$ cat config.mk
export PLATFORM = sky130hd
export DESIGN_NAME = follow_robot_steering_control_top_flat
export DESIGN_NICKNAME = d
export VERILOG_FILES = /design/src/rtl/frsc_pkg.sv /design/src/rtl/frsc_item_if.sv /design/src/rtl/frsc_result_if.sv /design/src/rtl/follow_robot_steering_control_top.sv /design/src/flat_wrapper.sv
export SDC_FILE = /design/constraint.sdc
export NUM_CORES = 2
export LEC_CHECK = 0
export BUFFER_PORTS_ARGS = -buffer_cell sky130_fd_sc_hd__buf_4
export CAP_MARGIN = 20
export CORE_MARGIN = 5
export CORE_UTILIZATION = 45
export DETAILED_ROUTE_END_ITERATION = 8
export GPL_TIMING_DRIVEN = 1
export PLACE_DENSITY_LB_ADDON = 0.25
export SETUP_SLACK_MARGIN = 0.05
export SKIP_LAST_GASP = 1
export SLEW_MARGIN = 20
export SYNTH_ARGS = -nofsm -noshare
export SYNTH_HDL_FRONTEND = slang
export SYNTH_SLANG_ARGS = --single-unit
$ cat constraint.sdc
create_clock -name i_clk -period 18.3 [get_ports i_clk]
set_input_delay 1.83 -clock i_clk [delete_from_list [all_inputs] [get_ports i_clk]]
set_output_delay 1.83 -clock i_clk [all_outputs]
set_load 0.01 [all_outputs]
$ cat src/rtl/frsc_pkg.sv
// ----------------------------------------------------------------------------
// frsc_pkg
// Shared types, register indexes, codes and constants for the follow-robot
// steering controller.
// ----------------------------------------------------------------------------
package frsc_pkg;

    // field widths
    localparam int RANGE_BITS        = 12;
    localparam int CFG_BITS          = 16;
    localparam int CFG_IDX_BITS      = 3;
    localparam int CMD_BITS          = 3;
    localparam int TAG_RANGE_BITS_DEF = 16;

    // arithmetic unit
    localparam int DIGIT_BITS = 16;
    localparam int TAN_BITS   = 19;
    localparam int ASQ_BITS   = 32;
    localparam int R_SHIFT    = 16;

    // tan^2 of 40 and 70 degrees, Q16
    localparam logic [TAN_BITS-1:0] TAN2_40 = 19'd46143;
    localparam logic [TAN_BITS-1:0] TAN2_70 = 19'd494707;

    localparam logic [1:0] HOLD_RELOAD = 2'd2;

    // configuration register indexes
    localparam logic [CFG_IDX_BITS-1:0] CFG_ANCHOR_SPACING   = 3'd0;
    localparam logic [CFG_IDX_BITS-1:0] CFG_FOLLOW_DISTANCE  = 3'd1;
    localparam logic [CFG_IDX_BITS-1:0] CFG_LOST_DISTANCE    = 3'd2;
    localparam logic [CFG_IDX_BITS-1:0] CFG_ALARM_DISTANCE   = 3'd3;
    localparam logic [CFG_IDX_BITS-1:0] CFG_CLEAR_AHEAD      = 3'd4;
    localparam logic [CFG_IDX_BITS-1:0] CFG_BACKOFF_DISTANCE = 3'd5;
    localparam logic [CFG_IDX_BITS-1:0] CFG_AVOID_DISTANCE   = 3'd6;

    // configuration reset values
    localparam logic [CFG_BITS-1:0]   RST_ANCHOR_SPACING   = 16'd20;
    localparam logic [CFG_BITS-1:0]   RST_FOLLOW_DISTANCE  = 16'd120;
    localparam logic [CFG_BITS-1:0]   RST_LOST_DISTANCE    = 16'd300;
    localparam logic [CFG_BITS-1:0]   RST_ALARM_DISTANCE   = 16'd400;
    localparam logic [RANGE_BITS-1:0] RST_CLEAR_AHEAD      = 12'd80;
    localparam logic [RANGE_BITS-1:0] RST_BACKOFF_DISTANCE = 12'd30;
    localparam logic [RANGE_BITS-1:0] RST_AVOID_DISTANCE   = 12'd50;

    typedef enum logic [CMD_BITS-1:0] {
        CMD_NONE    = 3'd0,
        CMD_FORWARD = 3'd1,
        CMD_LEFT    = 3'd2,
        CMD_RIGHT   = 3'd3,
        CMD_BACK    = 3'd4,
        CMD_STOP    = 3'd5
    } t_cmd;

    typedef enum logic [3:0] {
        S_IDLE,
        S_SQ_A,
        S_SQ_T0,
        S_SQ_T1,
        S_SQ_T2,
        S_SUM,
        S_DIFF_B,
        S_SQ_D,
        S_MUL_BK40,
        S_MUL_L40,
        S_MUL_BK70,
        S_MUL_L70,
        S_DECIDE
    } t_state;

endpackage

$ cat src/rtl/frsc_item_if.sv
// ----------------------------------------------------------------------------
// frsc_item_if
// Input channel: three obstacle ranges and three tag-to-anchor ranges.
// ----------------------------------------------------------------------------
interface frsc_item_if #(
    parameter int TAG_BITS = frsc_pkg::TAG_RANGE_BITS_DEF
);
    logic                            valid;
    logic                            ready;
    logic [frsc_pkg::RANGE_BITS-1:0] left_range;
    logic [frsc_pkg::RANGE_BITS-1:0] middle_range;
    logic [frsc_pkg::RANGE_BITS-1:0] right_range;
    logic [TAG_BITS-1:0]             tag_to_anchor0;
    logic [TAG_BITS-1:0]             tag_to_anchor1;
    logic [TAG_BITS-1:0]             tag_to_anchor2;

    modport source (
        output valid, left_range, middle_range, right_range,
               tag_to_anchor0, tag_to_anchor1, tag_to_anchor2,
        input  ready
    );

    modport sink (
        input  valid, left_range, middle_range, right_range,
               tag_to_anchor0, tag_to_anchor1, tag_to_anchor2,
        output ready
    );
endinterface

$ cat src/rtl/frsc_result_if.sv
// ----------------------------------------------------------------------------
// frsc_result_if
// Output channel: motor command with beep and call flags.
// ----------------------------------------------------------------------------
interface frsc_result_if;
    logic                          valid;
    logic                          ready;
    logic [frsc_pkg::CMD_BITS-1:0] motor_command;
    logic                          beep_request;
    logic                          call_request;

    modport source (
        output valid, motor_command, beep_request, call_request,
        input  ready
    );

    modport sink (
        input  valid, motor_command, beep_request, call_request,
        output ready
    );
endinterface

$ cat src/rtl/follow_robot_steering_control_top.sv
// ----------------------------------------------------------------------------
// follow_robot_steering_control_top
// Steering controller for a tag-following robot: tag side and bearing tests
// on one shared multiplier, then the prioritised steering and range rules.
// ----------------------------------------------------------------------------
//  channel   dir  handshake        payload
//  i_item    in   valid / ready    three obstacle ranges, three tag ranges
//  o_result  out  valid / ready    motor_command, beep_request, call_request
//  i_cfg_*   in   write enable     register index, 16-bit data
//
//  The 16-bit-digit multiplier forms every square and the two bearing products
//  one digit per cycle; a new item is accepted only once the previous one has
//  been through the decision step and the controller is idle again.
//  Reset (synchronous, active low) clears the turn modes, hold counters and
//  output valid, and loads the configuration reset values.
//  A held result does not block the next item; the decision step waits only
//  if the previous result has not yet been transferred.
// ----------------------------------------------------------------------------
module follow_robot_steering_control_top #(
    parameter int TAG_RANGE_BITS = frsc_pkg::TAG_RANGE_BITS_DEF
) (
    input  logic                              i_clk,
    input  logic                              i_rst_n,
    input  logic                              i_cfg_we,
    input  logic [frsc_pkg::CFG_IDX_BITS-1:0] i_cfg_index,
    input  logic [frsc_pkg::CFG_BITS-1:0]     i_cfg_data,
    frsc_item_if.sink                         i_item,
    frsc_result_if.source                     o_result
);

    localparam int TW    = TAG_RANGE_BITS;
    localparam int SQW   = 2 * TW;
    localparam int DW    = frsc_pkg::DIGIT_BITS;
    localparam int KW    = frsc_pkg::TAN_BITS;
    localparam int RW    = frsc_pkg::RANGE_BITS;
    localparam int CFW   = frsc_pkg::CFG_BITS;
    localparam int AQW   = frsc_pkg::ASQ_BITS;
    localparam int MB    = (SQW + 2 > AQW + 2) ? SQW + 2 : AQW + 2;
    localparam int BW    = MB + 1;
    localparam int XW    = MB;
    localparam int ND_A  = (CFW + DW - 1) / DW;
    localparam int ND_T  = (TW + DW - 1) / DW;
    localparam int ND_D3 = (SQW + 2 + DW - 1) / DW;
    localparam int ND_K  = (KW + DW - 1) / DW;
    localparam int ND_BK = (MB + KW + DW - 1) / DW;
    localparam int YW    = ND_BK * DW;
    localparam int PW    = 2 * MB + KW;
    localparam int CNTW  = $clog2(ND_BK + 1);
    localparam int CMPW  = (TW > CFW) ? TW : CFW;

    // configuration
    logic [CFW-1:0] r_anchor_spacing, r_follow_distance, r_lost_distance;
    logic [CFW-1:0] r_alarm_distance;
    logic [RW-1:0]  r_clear_ahead, r_backoff_distance, r_avoid_distance;

    // control state
    frsc_pkg::t_state r_state, n_state;
    logic             r_turn_left, n_turn_left, r_turn_right, n_turn_right;
    logic [1:0]       r_left_hold, n_left_hold, r_right_hold, n_right_hold;
    logic             r_out_valid, n_out_valid;

    // datapath
    logic [RW-1:0]    r_dl, r_dm, r_dr;
    logic [TW-1:0]    r_t0, r_t1, r_t2;
    logic [AQW-1:0]   r_asq, n_asq;
    logic [SQW-1:0]   r_t0sq, n_t0sq, r_t1sq, n_t1sq, r_t2sq, n_t2sq;
    logic signed [SQW:0]  r_d, n_d;
    logic signed [BW-1:0] r_b, n_b;
    logic [PW-1:0]    r_r, n_r;
    logic             r_le40, n_le40, r_lt40, n_lt40, r_le70, n_le70, r_lt70, n_lt70;
    logic [XW-1:0]    r_mx, n_mx;
    logic [YW-1:0]    r_my, n_my;
    logic [PW-1:0]    r_acc, n_acc;
    logic [CNTW-1:0]  r_cnt, n_cnt;
    frsc_pkg::t_cmd   r_cmd, n_cmd;
    logic             r_beep, n_beep, r_call, n_call;

    // shared multiply-accumulate step, multiplier digits taken MSB first
    logic [DW-1:0]    w_digit;
    logic [XW+DW-1:0] w_prod;
    logic [PW-1:0]    w_acc_next;
    logic             w_last;

    assign w_digit    = r_my[YW-1 -: DW];
    assign w_prod     = r_mx * w_digit;
    assign w_acc_next = (r_acc << DW) + PW'(w_prod);
    assign w_last     = (r_cnt == CNTW'(1));

    logic w_in_fire, w_out_free;
    assign i_item.ready = (r_state == frsc_pkg::S_IDLE);
    assign w_in_fire    = i_item.valid && i_item.ready;
    assign w_out_free   = !r_out_valid || o_result.ready;

    assign o_result.valid         = r_out_valid;
    assign o_result.motor_command = r_cmd;
    assign o_result.beep_request  = r_beep;
    assign o_result.call_request  = r_call;

    // |d| and 3|d| for the d^2 product
    logic [SQW-1:0]   w_dmag;
    logic [SQW+1:0]   w_dmag3;
    assign w_dmag  = r_d[SQW] ? SQW'(-r_d) : SQW'(r_d);
    assign w_dmag3 = {w_dmag, 1'b0} + (SQW + 2)'(w_dmag);

    // ---------------- decision ----------------
    logic [CMPW-1:0] w_t2, w_fol, w_lost, w_alarm;
    logic            w_in_band, w_degen, w_b_pos, w_d_pos;
    logic            w_ge40, w_gt40, w_ge70, w_gt70;
    logic            w_any_back, w_side_avoid;

    assign w_t2    = CMPW'(r_t2);
    assign w_fol   = CMPW'(r_follow_distance);
    assign w_lost  = CMPW'(r_lost_distance);
    assign w_alarm = CMPW'(r_alarm_distance);

    assign w_in_band = (w_t2 > w_fol) && (w_t2 < w_lost);
    assign w_degen   = (r_b == '0) && (r_d == '0);
    assign w_b_pos   = !r_b[MB] && (r_b != '0);
    assign w_d_pos   = !r_d[SQW] && (r_d != '0);
    // bearing at or beyond / strictly beyond the threshold; b <= 0 is at or past 90
    assign w_ge40 = !w_degen && (!w_b_pos || r_le40);
    assign w_gt40 = !w_degen && (!w_b_pos || r_lt40);
    assign w_ge70 = !w_degen && (!w_b_pos || r_le70);
    assign w_gt70 = !w_degen && (!w_b_pos || r_lt70);

    assign w_any_back   = (r_dl < r_backoff_distance) || (r_dm < r_backoff_distance)
                       || (r_dr < r_backoff_distance);
    assign w_side_avoid = (r_dl < r_avoid_distance) || (r_dr < r_avoid_distance);

    frsc_pkg::t_cmd w_cmd;
    logic           w_tl, w_tr, w_beep, w_call;
    logic [1:0]     w_lh, w_rh;

    always_comb begin
        w_cmd  = frsc_pkg::CMD_NONE;
        w_tl   = r_turn_left;
        w_tr   = r_turn_right;
        w_lh   = r_left_hold;
        w_rh   = r_right_hold;
        w_beep = 1'b0;
        w_call = 1'b0;
        if (w_in_band) begin
            if (r_right_hold != 2'd0) w_rh = r_right_hold - 2'd1;
            if (r_left_hold != 2'd0)  w_lh = r_left_hold - 2'd1;
            if (r_turn_left) begin
                if (r_dm < r_clear_ahead) begin
                    w_cmd = frsc_pkg::CMD_LEFT;
                end else begin
                    w_tl = 1'b0;
                    w_rh = frsc_pkg::HOLD_RELOAD;
                end
            end else if (r_turn_right) begin
                if (r_dm < r_clear_ahead) begin
                    w_cmd = frsc_pkg::CMD_RIGHT;
                end else begin
                    w_tr = 1'b0;
                    w_lh = frsc_pkg::HOLD_RELOAD;
                end
            end else if (w_any_back) begin
                w_cmd = frsc_pkg::CMD_BACK;
            end else if (w_side_avoid) begin
                if (r_dl < r_avoid_distance) begin
                    w_cmd = frsc_pkg::CMD_RIGHT;
                    w_lh  = frsc_pkg::HOLD_RELOAD;
                end else begin
                    w_cmd = frsc_pkg::CMD_LEFT;
                    w_rh  = frsc_pkg::HOLD_RELOAD;
                end
            end else if (!w_d_pos && ((w_ge40 && (r_dl >= r_clear_ahead)) || w_ge70)
                         && (w_lh == 2'd0)) begin
                w_cmd = frsc_pkg::CMD_LEFT;
            end else if (w_d_pos && ((w_gt40 && (r_dr > r_clear_ahead)) || w_gt70)
                         && (w_rh == 2'd0)) begin
                w_cmd = frsc_pkg::CMD_RIGHT;
            end else if (r_dm < r_avoid_distance) begin
                if ((r_dr > r_avoid_distance) || (r_dl > r_avoid_distance)) begin
                    if (r_dr > r_dl) w_tr = 1'b1;
                    else w_tl = 1'b1;
                end
            end else if ((w_rh == 2'd0) && (w_lh == 2'd0)) begin
                w_cmd = frsc_pkg::CMD_FORWARD;
            end else begin
                w_cmd = frsc_pkg::CMD_STOP;
            end
        end
        if (w_t2 < w_fol) w_cmd = frsc_pkg::CMD_STOP;
        if ((w_t2 >= w_lost) && (w_t2 < w_alarm)) w_beep = 1'b1;
        if (w_t2 >= w_alarm) begin
            w_cmd  = frsc_pkg::CMD_STOP;
            w_call = 1'b1;
        end
    end

    // ---------------- sequencer ----------------
    always_comb begin
        n_state      = r_state;
        n_turn_left  = r_turn_left;
        n_turn_right = r_turn_right;
        n_left_hold  = r_left_hold;
        n_right_hold = r_right_hold;
        n_out_valid  = r_out_valid && !o_result.ready;
        n_asq  = r_asq;
        n_t0sq = r_t0sq;
        n_t1sq = r_t1sq;
        n_t2sq = r_t2sq;
        n_d    = r_d;
        n_b    = r_b;
        n_r    = r_r;
        n_le40 = r_le40;
        n_lt40 = r_lt40;
        n_le70 = r_le70;
        n_lt70 = r_lt70;
        n_mx   = r_mx;
        n_my   = r_my;
        n_acc  = r_acc;
        n_cnt  = r_cnt;
        n_cmd  = r_cmd;
        n_beep = r_beep;
        n_call = r_call;

        case (r_state)
            frsc_pkg::S_IDLE, frsc_pkg::S_SUM, frsc_pkg::S_DIFF_B,
            frsc_pkg::S_DECIDE: begin
            end
            default: begin
                n_acc = w_acc_next;
                n_my  = r_my << DW;
                n_cnt = r_cnt - CNTW'(1);
            end
        endcase

        case (r_state)
            frsc_pkg::S_IDLE: begin
                if (w_in_fire) begin
                    n_mx    = XW'(r_anchor_spacing);
                    n_my    = YW'(r_anchor_spacing) << (YW - ND_A * DW);
                    n_cnt   = CNTW'(ND_A);
                    n_acc   = '0;
                    n_state = frsc_pkg::S_SQ_A;
                end
            end
            frsc_pkg::S_SQ_A: begin
                if (w_last) begin
                    n_asq   = w_acc_next[AQW-1:0];
                    n_mx    = XW'(r_t0);
                    n_my    = YW'(r_t0) << (YW - ND_T * DW);
                    n_cnt   = CNTW'(ND_T);
                    n_acc   = '0;
                    n_state = frsc_pkg::S_SQ_T0;
                end
            end
            frsc_pkg::S_SQ_T0: begin
                if (w_last) begin
                    n_t0sq  = w_acc_next[SQW-1:0];
                    n_mx    = XW'(r_t1);
                    n_my    = YW'(r_t1) << (YW - ND_T * DW);
                    n_cnt   = CNTW'(ND_T);
                    n_acc   = '0;
                    n_state = frsc_pkg::S_SQ_T1;
                end
            end
            frsc_pkg::S_SQ_T1: begin
                if (w_last) begin
                    n_t1sq  = w_acc_next[SQW-1:0];
                    n_mx    = XW'(r_t2);
                    n_my    = YW'(r_t2) << (YW - ND_T * DW);
                    n_cnt   = CNTW'(ND_T);
                    n_acc   = '0;
                    n_state = frsc_pkg::S_SQ_T2;
                end
            end
            frsc_pkg::S_SQ_T2: begin
                if (w_last) begin
                    n_t2sq  = w_acc_next[SQW-1:0];
                    n_state = frsc_pkg::S_SUM;
                end
            end
            frsc_pkg::S_SUM: begin
                n_d     = (SQW + 1)'(r_t0sq) - (SQW + 1)'(r_t1sq);
                n_b     = BW'({r_asq, 1'b0}) + BW'({r_t2sq, 1'b0});
                n_state = frsc_pkg::S_DIFF_B;
            end
            frsc_pkg::S_DIFF_B: begin
                n_b     = r_b - BW'(r_t0sq) - BW'(r_t1sq);
                n_mx    = XW'(w_dmag);
                n_my    = YW'(w_dmag3) << (YW - ND_D3 * DW);
                n_cnt   = CNTW'(ND_D3);
                n_acc   = '0;
                n_state = frsc_pkg::S_SQ_D;
            end
            frsc_pkg::S_SQ_D: begin
                if (w_last) begin
                    n_r     = w_acc_next << frsc_pkg::R_SHIFT;
                    // only used when b > 0, so the low bits are its magnitude
                    n_mx    = r_b[MB-1:0];
                    n_my    = YW'(frsc_pkg::TAN2_40) << (YW - ND_K * DW);
                    n_cnt   = CNTW'(ND_K);
                    n_acc   = '0;
                    n_state = frsc_pkg::S_MUL_BK40;
                end
            end
            frsc_pkg::S_MUL_BK40: begin
                if (w_last) begin
                    n_my    = YW'(w_acc_next[MB+KW-1:0]) << (YW - ND_BK * DW);
                    n_cnt   = CNTW'(ND_BK);
                    n_acc   = '0;
                    n_state = frsc_pkg::S_MUL_L40;
                end
            end
            frsc_pkg::S_MUL_L40: begin
                if (w_last) begin
                    n_le40  = (w_acc_next <= r_r);
                    n_lt40  = (w_acc_next < r_r);
                    n_my    = YW'(frsc_pkg::TAN2_70) << (YW - ND_K * DW);
                    n_cnt   = CNTW'(ND_K);
                    n_acc   = '0;
                    n_state = frsc_pkg::S_MUL_BK70;
                end
            end
            frsc_pkg::S_MUL_BK70: begin
                if (w_last) begin
                    n_my    = YW'(w_acc_next[MB+KW-1:0]) << (YW - ND_BK * DW);
                    n_cnt   = CNTW'(ND_BK);
                    n_acc   = '0;
                    n_state = frsc_pkg::S_MUL_L70;
                end
            end
            frsc_pkg::S_MUL_L70: begin
                if (w_last) begin
                    n_le70  = (w_acc_next <= r_r);
                    n_lt70  = (w_acc_next < r_r);
                    n_state = frsc_pkg::S_DECIDE;
                end
            end
            frsc_pkg::S_DECIDE: begin
                if (w_out_free) begin
                    n_out_valid  = 1'b1;
                    n_cmd        = w_cmd;
                    n_beep       = w_beep;
                    n_call       = w_call;
                    n_turn_left  = w_tl;
                    n_turn_right = w_tr;
                    n_left_hold  = w_lh;
                    n_right_hold = w_rh;
                    n_state      = frsc_pkg::S_IDLE;
                end
            end
            default: begin
                n_state = frsc_pkg::S_IDLE;
            end
        endcase
    end

    always_ff @(posedge i_clk) begin
        if (!i_rst_n) begin
            r_state      <= frsc_pkg::S_IDLE;
            r_turn_left  <= 1'b0;
            r_turn_right <= 1'b0;
            r_left_hold  <= 2'd0;
            r_right_hold <= 2'd0;
            r_out_valid  <= 1'b0;
        end else begin
            r_state      <= n_state;
            r_turn_left  <= n_turn_left;
            r_turn_right <= n_turn_right;
            r_left_hold  <= n_left_hold;
            r_right_hold <= n_right_hold;
            r_out_valid  <= n_out_valid;
        end
    end

    always_ff @(posedge i_clk) begin
        if (!i_rst_n) begin
            r_anchor_spacing   <= frsc_pkg::RST_ANCHOR_SPACING;
            r_follow_distance  <= frsc_pkg::RST_FOLLOW_DISTANCE;
            r_lost_distance    <= frsc_pkg::RST_LOST_DISTANCE;
            r_alarm_distance   <= frsc_pkg::RST_ALARM_DISTANCE;
            r_clear_ahead      <= frsc_pkg::RST_CLEAR_AHEAD;
            r_backoff_distance <= frsc_pkg::RST_BACKOFF_DISTANCE;
            r_avoid_distance   <= frsc_pkg::RST_AVOID_DISTANCE;
        end else if (i_cfg_we) begin
            case (i_cfg_index)
                frsc_pkg::CFG_ANCHOR_SPACING:   r_anchor_spacing   <= i_cfg_data;
                frsc_pkg::CFG_FOLLOW_DISTANCE:  r_follow_distance  <= i_cfg_data;
                frsc_pkg::CFG_LOST_DISTANCE:    r_lost_distance    <= i_cfg_data;
                frsc_pkg::CFG_ALARM_DISTANCE:   r_alarm_distance   <= i_cfg_data;
                frsc_pkg::CFG_CLEAR_AHEAD:      r_clear_ahead      <= i_cfg_data[RW-1:0];
                frsc_pkg::CFG_BACKOFF_DISTANCE: r_backoff_distance <= i_cfg_data[RW-1:0];
                frsc_pkg::CFG_AVOID_DISTANCE:   r_avoid_distance   <= i_cfg_data[RW-1:0];
                default: begin
                end
            endcase
        end
    end

    always_ff @(posedge i_clk) begin
        if (w_in_fire) begin
            r_dl <= i_item.left_range;
            r_dm <= i_item.middle_range;
            r_dr <= i_item.right_range;
            r_t0 <= TW'(i_item.tag_to_anchor0);
            r_t1 <= TW'(i_item.tag_to_anchor1);
            r_t2 <= TW'(i_item.tag_to_anchor2);
        end
        r_asq  <= n_asq;
        r_t0sq <= n_t0sq;
        r_t1sq <= n_t1sq;
        r_t2sq <= n_t2sq;
        r_d    <= n_d;
        r_b    <= n_b;
        r_r    <= n_r;
        r_le40 <= n_le40;
        r_lt40 <= n_lt40;
        r_le70 <= n_le70;
        r_lt70 <= n_lt70;
        r_mx   <= n_mx;
        r_my   <= n_my;
        r_acc  <= n_acc;
        r_cnt  <= n_cnt;
        r_cmd  <= n_cmd;
        r_beep <= n_beep;
        r_call <= n_call;
    end

`ifndef SYNTHESIS
    a_busy_after_accept: assert property (@(posedge i_clk) disable iff (!i_rst_n)
        (i_item.valid && i_item.ready) |=> !i_item.ready)
        else $error("input taken while an item is in progress");

    a_modes_exclusive: assert property (@(posedge i_clk) disable iff (!i_rst_n)
        !(r_turn_left && r_turn_right))
        else $error("both turn modes set");

    a_hold_range: assert property (@(posedge i_clk) disable iff (!i_rst_n)
        (r_left_hold != 2'd3) && (r_right_hold != 2'd3))
        else $error("obstacle hold counter out of range");

    a_result_from_decide: assert property (@(posedge i_clk) disable iff (!i_rst_n)
        $rose(o_result.valid) |-> $past(r_state == frsc_pkg::S_DECIDE))
        else $error("result loaded outside the decision step");

    a_digit_count: assert property (@(posedge i_clk) disable iff (!i_rst_n)
        !(r_state == frsc_pkg::S_IDLE || r_state == frsc_pkg::S_SUM
          || r_state == frsc_pkg::S_DIFF_B || r_state == frsc_pkg::S_DECIDE)
        |-> (r_cnt != '0))
        else $error("multiplier step with no digits left");
`endif

endmodule
$ cat src/flat_wrapper.sv
// flat-port wrapper written by rule: the top's interface ports become plain ports
module follow_robot_steering_control_top_flat 
#(
    parameter int TAG_RANGE_BITS = frsc_pkg::TAG_RANGE_BITS_DEF
)
  (i_clk, i_rst_n, i_cfg_we, i_cfg_index, i_cfg_data, i_item_valid, i_item_left_range, i_item_middle_range, i_item_right_range, i_item_tag_to_anchor0, i_item_tag_to_anchor1, i_item_tag_to_anchor2, i_item_ready, o_result_valid, o_result_motor_command, o_result_beep_request, o_result_call_request, o_result_ready);
  frsc_item_if i_item_i ();
  frsc_result_if o_result_i ();
  input  logic i_clk;
  input  logic i_rst_n;
  input  logic i_cfg_we;
  input  logic [frsc_pkg::CFG_IDX_BITS-1:0] i_cfg_index;
  input  logic [frsc_pkg::CFG_BITS-1:0] i_cfg_data;
  input wire logic [$bits(i_item_i.valid)-1:0] i_item_valid;
  input wire logic [$bits(i_item_i.left_range)-1:0] i_item_left_range;
  input wire logic [$bits(i_item_i.middle_range)-1:0] i_item_middle_range;
  input wire logic [$bits(i_item_i.right_range)-1:0] i_item_right_range;
  input wire logic [$bits(i_item_i.tag_to_anchor0)-1:0] i_item_tag_to_anchor0;
  input wire logic [$bits(i_item_i.tag_to_anchor1)-1:0] i_item_tag_to_anchor1;
  input wire logic [$bits(i_item_i.tag_to_anchor2)-1:0] i_item_tag_to_anchor2;
  output wire logic [$bits(i_item_i.ready)-1:0] i_item_ready;
  output wire logic [$bits(o_result_i.valid)-1:0] o_result_valid;
  output wire logic [$bits(o_result_i.motor_command)-1:0] o_result_motor_command;
  output wire logic [$bits(o_result_i.beep_request)-1:0] o_result_beep_request;
  output wire logic [$bits(o_result_i.call_request)-1:0] o_result_call_request;
  input wire logic [$bits(o_result_i.ready)-1:0] o_result_ready;
  assign i_item_i.valid = i_item_valid;
  assign i_item_i.left_range = i_item_left_range;
  assign i_item_i.middle_range = i_item_middle_range;
  assign i_item_i.right_range = i_item_right_range;
  assign i_item_i.tag_to_anchor0 = i_item_tag_to_anchor0;
  assign i_item_i.tag_to_anchor1 = i_item_tag_to_anchor1;
  assign i_item_i.tag_to_anchor2 = i_item_tag_to_anchor2;
  assign i_item_ready = i_item_i.ready;
  assign o_result_valid = o_result_i.valid;
  assign o_result_motor_command = o_result_i.motor_command;
  assign o_result_beep_request = o_result_i.beep_request;
  assign o_result_call_request = o_result_i.call_request;
  assign o_result_i.ready = o_result_ready;
  follow_robot_steering_control_top #(.TAG_RANGE_BITS(TAG_RANGE_BITS)) u_core (.i_clk(i_clk), .i_rst_n(i_rst_n), .i_cfg_we(i_cfg_we), .i_cfg_index(i_cfg_index), .i_cfg_data(i_cfg_data), .i_item(i_item_i), .o_result(o_result_i));
endmodule
# After elaboration in Yosys (flattened, before gate mapping)
# Cells that the tools add are included.
# word_totals
register_bits,659
out_inout_bits,7
elab_cells,264
# op_classes
magnitude_cmp,20
n_mux,89
add_sub_neg,10
reduce_logical,74
eq_ne,30
n_bitwise,2
multipliers,1
# op_table
operator,n
$mux W64,8
$pmux W64 S8,1
$mux W87,3
$pmux W87 S3,1
$pmux W34 S6,1
$mux W34,5
$add A87 B50 Y87,1
$le A87 B87 Y1,1
$lt A87 B87 Y1,1
$lt A12 B12 Y1,7
$pmux W35 S2,1
$sub A35 B32 Y35,2
$pmux W4 S13,1
$mul A34 B16 Y50,1
$gt A12 B12 Y1,4
$lt A16 B16 Y1,3
$mux W4,11
$mux W3,14
$mux W2,18
$logic_not A35 Y1,1
$reduce_bool A35 Y1,1
$add A33 B32 Y34,1
$add A33 B33 Y34,1
$logic_not A33 Y1,1
other kinds (38),137

# Logic depth before layout (Yosys ltp)
# logic_depth
ltp_word,16
mapped_depth,39
mapped_depth_nobuf,36

# Least setup slack after synthesis
# OpenSTA, ideal clock, no wires.
# synth_path
kind,register to register
startpoint,register u_core.r_my[53]
endpoint,"register u_core.r_le40, data pin"
t_required_ns,18.166
stages_incl_launch_ff,38
path_buffers,3
setup_ns,0.134
arrival_time_ns,8.980
setup_slack_ns,9.186
path_cell_list,dfxtp_1 -> clkbuf_1 -> clkbuf_1 -> nand2_1 -> fa_1 -> inv_1 -> fa_1 -> inv_1 -> fa_1 -> inv_1 -> fa_1 -> fa_1 -> inv_1 -> fa_1 -> inv_1 -> ha_1 -> clkbuf_1 -> a21o_1 -> [2 not listed] -> nor3_1 -> or3b_2 -> o31ai_4 -> a21oi_2 -> nor4_2 -> nand3_1 -> xnor2_1 -> ha_1 -> nand4_1 -> nor2_1 -> nand2_1 -> nor3_1 -> nand2_1 -> or3_1 -> or4_1 -> or4_1 -> nor4_1 -> or2_1
# synth_between
elab_chain_len,3
# synth_rtl
item,line,rtl
start: declaration,follow_robot_steering_control_top.sv:72,"logic [YW-1:0] r_my, n_my;"
start signal: assignment,follow_robot_steering_control_top.sv:417,r_my <= n_my;
$mul A34 B16 Y50,follow_robot_steering_control_top.sv:85,assign w_prod = r_mx * w_digit;
$add A87 B50 Y87,follow_robot_steering_control_top.sv:86,assign w_acc_next = (r_acc << DW) + PW'(w_prod);
$le A87 B87 Y1,follow_robot_steering_control_top.sv:312,n_le40 = (w_acc_next <= r_r);
end signal: assignment,follow_robot_steering_control_top.sv:412,r_le40 <= n_le40;
end: declaration,follow_robot_steering_control_top.sv:70,"logic r_le40, n_le40, r_lt40, n_lt40, r_le70, n_le70, r_lt70, n_lt70;"
# Every way passes these cells.
# A chain may end at the register's enable or synchronous reset.

# Final worst setup path
# layout_path
startpoint,register u_core.r_my[49]
endpoint,"register u_core.r_le70, data pin"
# layout_between
elab_chain_len,3
# layout_rtl
item,line,rtl
$mul A34 B16 Y50,follow_robot_steering_control_top.sv:85,
$add A87 B50 Y87,follow_robot_steering_control_top.sv:86,
$le A87 B87 Y1,follow_robot_steering_control_top.sv:330,n_le70 = (w_acc_next <= r_r);
end signal: assignment,follow_robot_steering_control_top.sv:414,r_le70 <= n_le70;
end: declaration,follow_robot_steering_control_top.sv:70,
# Every way passes these cells.

==> run metrics <==
status complete, no violations; Synth Area per Inst 9.40 um2; min Tclk post-route 11.00 ns; critical path's slowest cell dfxtp_1; vias in the first global route 43905; setup slack, reg-to-reg 7.30 ns; HP Start u_core.r_acc[10]$_DFF_P_; Setup Crit Path Kind flop to flop; Die Y 363 um; max-cap viol count 0; hold-fix buffers at CTS 0; Hold Path End u_core.r_acc[10]$_DFF_P_; Hold WS 0.454 ns; WHS Path Cells 2; Crit. End Element flop; Clock Pin Slew Worst Setup and Hold Paths 0.06 ns; Clock Path Buffers 3; post-CTS sizing 0; CTS tree yes; post-CTS setup buffer count 0; Core Box Area 0.124 mm2; worst-path fanout max 18; fillers 11466; multi-input gate area in the final layout 0.0352 mm2; clk root buf clkbuf_16; PortBufs 114; IO Count 115; Post-Route Setup TNS 0 ns; total gr overflow 0; Slew HR 25.8%; startpoint types flop; RR Startpoint u_core.r_my[49]$_DFF_P_; post-synthesis cell area 0.0561 mm2; Worst Hold Class flop to flop; share of cells above drive strength 1 6.37%; Vias 43153; syn nets 7128; r2r worst-path depth 34; dpl hpwl 127000 um; Final Util 49.7%; register area share after synthesis 30.0%; Main synth FF type edfxtp_1; final hold vios 0; Place WS 7.36 ns; final worst slack 7.30 ns; vias per inst 5.59; GRT Total Usage 25.4%; Synth cell types 83; Final Cycle Share 60.1%; Placer Congestion 0.944; Die Area 0.132 mm2; number of buffers created by CTS 76; die width 363 um; final routed DRC violation total 0; initial drt markers 3876; pin count of the biggest net entering global routing 113; Mapped Cells 5968; Finish-stage setup viols 0; #FFs+latches synth 643; critical path's top delay family adder cells; Worst-Skew Late Latency 0.65 ns; DRT antenna net count 0; slowest cell delay on critical path 0.84 ns; Most Frequent Cell on Critical Path fa_1; Required @ worst endpoint 18.82 ns; Post-Route Skew 0.0339 ns; FF/Latch Area 0.0168 mm2; ys async rst share 0%; drt pass-1 iters 8; P&R area growth vs syn 9.68%; starting density of the core 45.3%; Max Fclk 90.9 MHz; Final #Nets 7180; r2r endpoint u_core.r_le70$_DFFE_PP_; average wire per standard cell 21.7 um; setup repair after global routing missed its margin no; Worst-Margin Slew 1.11 ns; fin. max-slew vios 0; initial antenna violation count 12; global-route wire length before repair 259000 um; WL final 167000 um; Post-synth EDFFs 394; Critical Path AT 11.51 ns; H-tree levels 3; Num Clock Sinks 643; Critical path buffers and inverters 4; FP Rows 129; Yosys warnings 0
stage by stage:
stage	cells	cell area (um2)
after floorplan	5968	56100
after global placement	7576	58900
after detailed placement	7579	59000
after CTS	7717	61500
after global routing	7719	61600
final	7722	61600
state kept, by name (all words and copies together) (netlist names), 33 cells and up:
register and flops:
u_core.r_b 35, u_core.r_mx 34, u_core.r_my 64, u_core.r_r 71, u_core.r_acc 71, u_core.r_d 33
cells in the final DEF (no fill, tap or decap), types with 27 or more instances in the layout:
master	instances
edfxtp_1	394
buf_4	199
ha_1	537
xor2_1	83
a21oi_1	312
and3_1	27
xnor2_1	139
a22o_1	43
o211ai_1	31
and2_1	213
nand2b_1	57
fa_1	515
nor2_1	213
a21o_1	142
o21ai_0	178
a21boi_0	92
nand2_1	896
nand4_1	58
mux2i_1	33
clkbuf_16	79
o21a_1	42
nand3_1	63
dfxtp_1	248
nor2b_1	63
nor3_1	48
inv_1	909
layer usage:
layer / wire (um) / GRT usage, %
met1: 71800 / 34.7
met2: 77500 / 41.7
met3: 12300 / 3.93
met4: 5540 / 8.04
met5: 13 / 0
synth_stat cells, drive strengths merged, types with 17 or more instances:
| library cell | number | area [um2] |
|---|---|---|
| inv | 910 | 3420 |
| nand2 | 896 | 3360 |
| ha | 537 | 6720 |
| fa | 515 | 10300 |
| edfxtp | 394 | 11800 |
| a21oi | 315 | 1580 |
| dfxtp | 249 | 4980 |
| nor2 | 220 | 826 |
| and2 | 214 | 1340 |
| clkbuf | 206 | 773 |
| o21ai | 184 | 921 |
| a21o | 142 | 1070 |
| xnor2 | 141 | 1230 |
| a21boi | 92 | 691 |
| xor2 | 85 | 744 |
| nand3 | 63 | 315 |
| nor2b | 63 | 394 |
| nand2b | 58 | 370 |
| nand4 | 58 | 363 |
| nor3 | 54 | 275 |
| a22o | 43 | 377 |
| o21a | 43 | 323 |
| mux2i | 33 | 330 |
| o211ai | 31 | 233 |
| and3 | 28 | 175 |
| a211oi | 27 | 213 |
| a221o | 26 | 260 |
| a31oi | 26 | 163 |
| o21bai | 23 | 173 |
| buf | 22 | 86.3 |
| o221ai | 22 | 193 |
| a41oi | 20 | 175 |
| nor4 | 20 | 153 |
| o31ai | 17 | 146 |
worst max-delay path by stage:
stage	startpoint	to	slack [ns]	depth (start not counted)
6_report	u_core.r_my[49]$_DFF_P_	u_core.r_le70$_DFFE_PP_	7.30	34
3_5_place_dp	u_core.r_my[49]$_DFF_P_	u_core.r_le40$_DFFE_PP_	7.36	34
4_1_cts	u_core.r_my[49]$_DFF_P_	u_core.r_le70$_DFFE_PP_	7.29	34
2_1_floorplan	u_core.r_my[53]$_DFF_P_	u_core.r_le40$_DFFE_PP_	9.19	37
5_1_grt	u_core.r_my[49]$_DFF_P_	u_core.r_le70$_DFFE_PP_	6.80	34
3_3_place_gp	u_core.r_my[49]$_DFF_P_	u_core.r_le40$_DFFE_PP_	7.50	34
cell type report:
| type | count | share of cell area [%] |
|---|---|---|
| multi-input cells | 4187 | 57.1 |
| flip-flops and latches | 643 | 27.3 |
| inverters | 910 | 5.55 |
| clock buffers | 95 | 3.34 |
| well taps | 1637 | 3.33 |
| repair buffers | 202 | 2.49 |
| clock inverters | 43 | 0.813 |
| diodes | 5 | 0.0203 |
cells by family after synthesis:
| kind of cell | synth area share, % |
|---|---|
| AOI/OAI and AO/OA | 13.2 |
| xor gates and xnor gates | 3.53 |
| adders and majority gates | 30.3 |
| buffers and inverters | 7.62 |
| DFF | 30.0 |
| muxes | 0.890 |
| and+or+nand+nor | 14.4 |
worst min-delay path, cell delays in order, from the launching register on:
cell	delay [ns]
dfxtp_1	0.31
nand2_1	0.05
a21oi_1	0.05
Power is not shown: default switching activity piles up to over one toggle a cycle in this logic, so the estimate is an artifact.
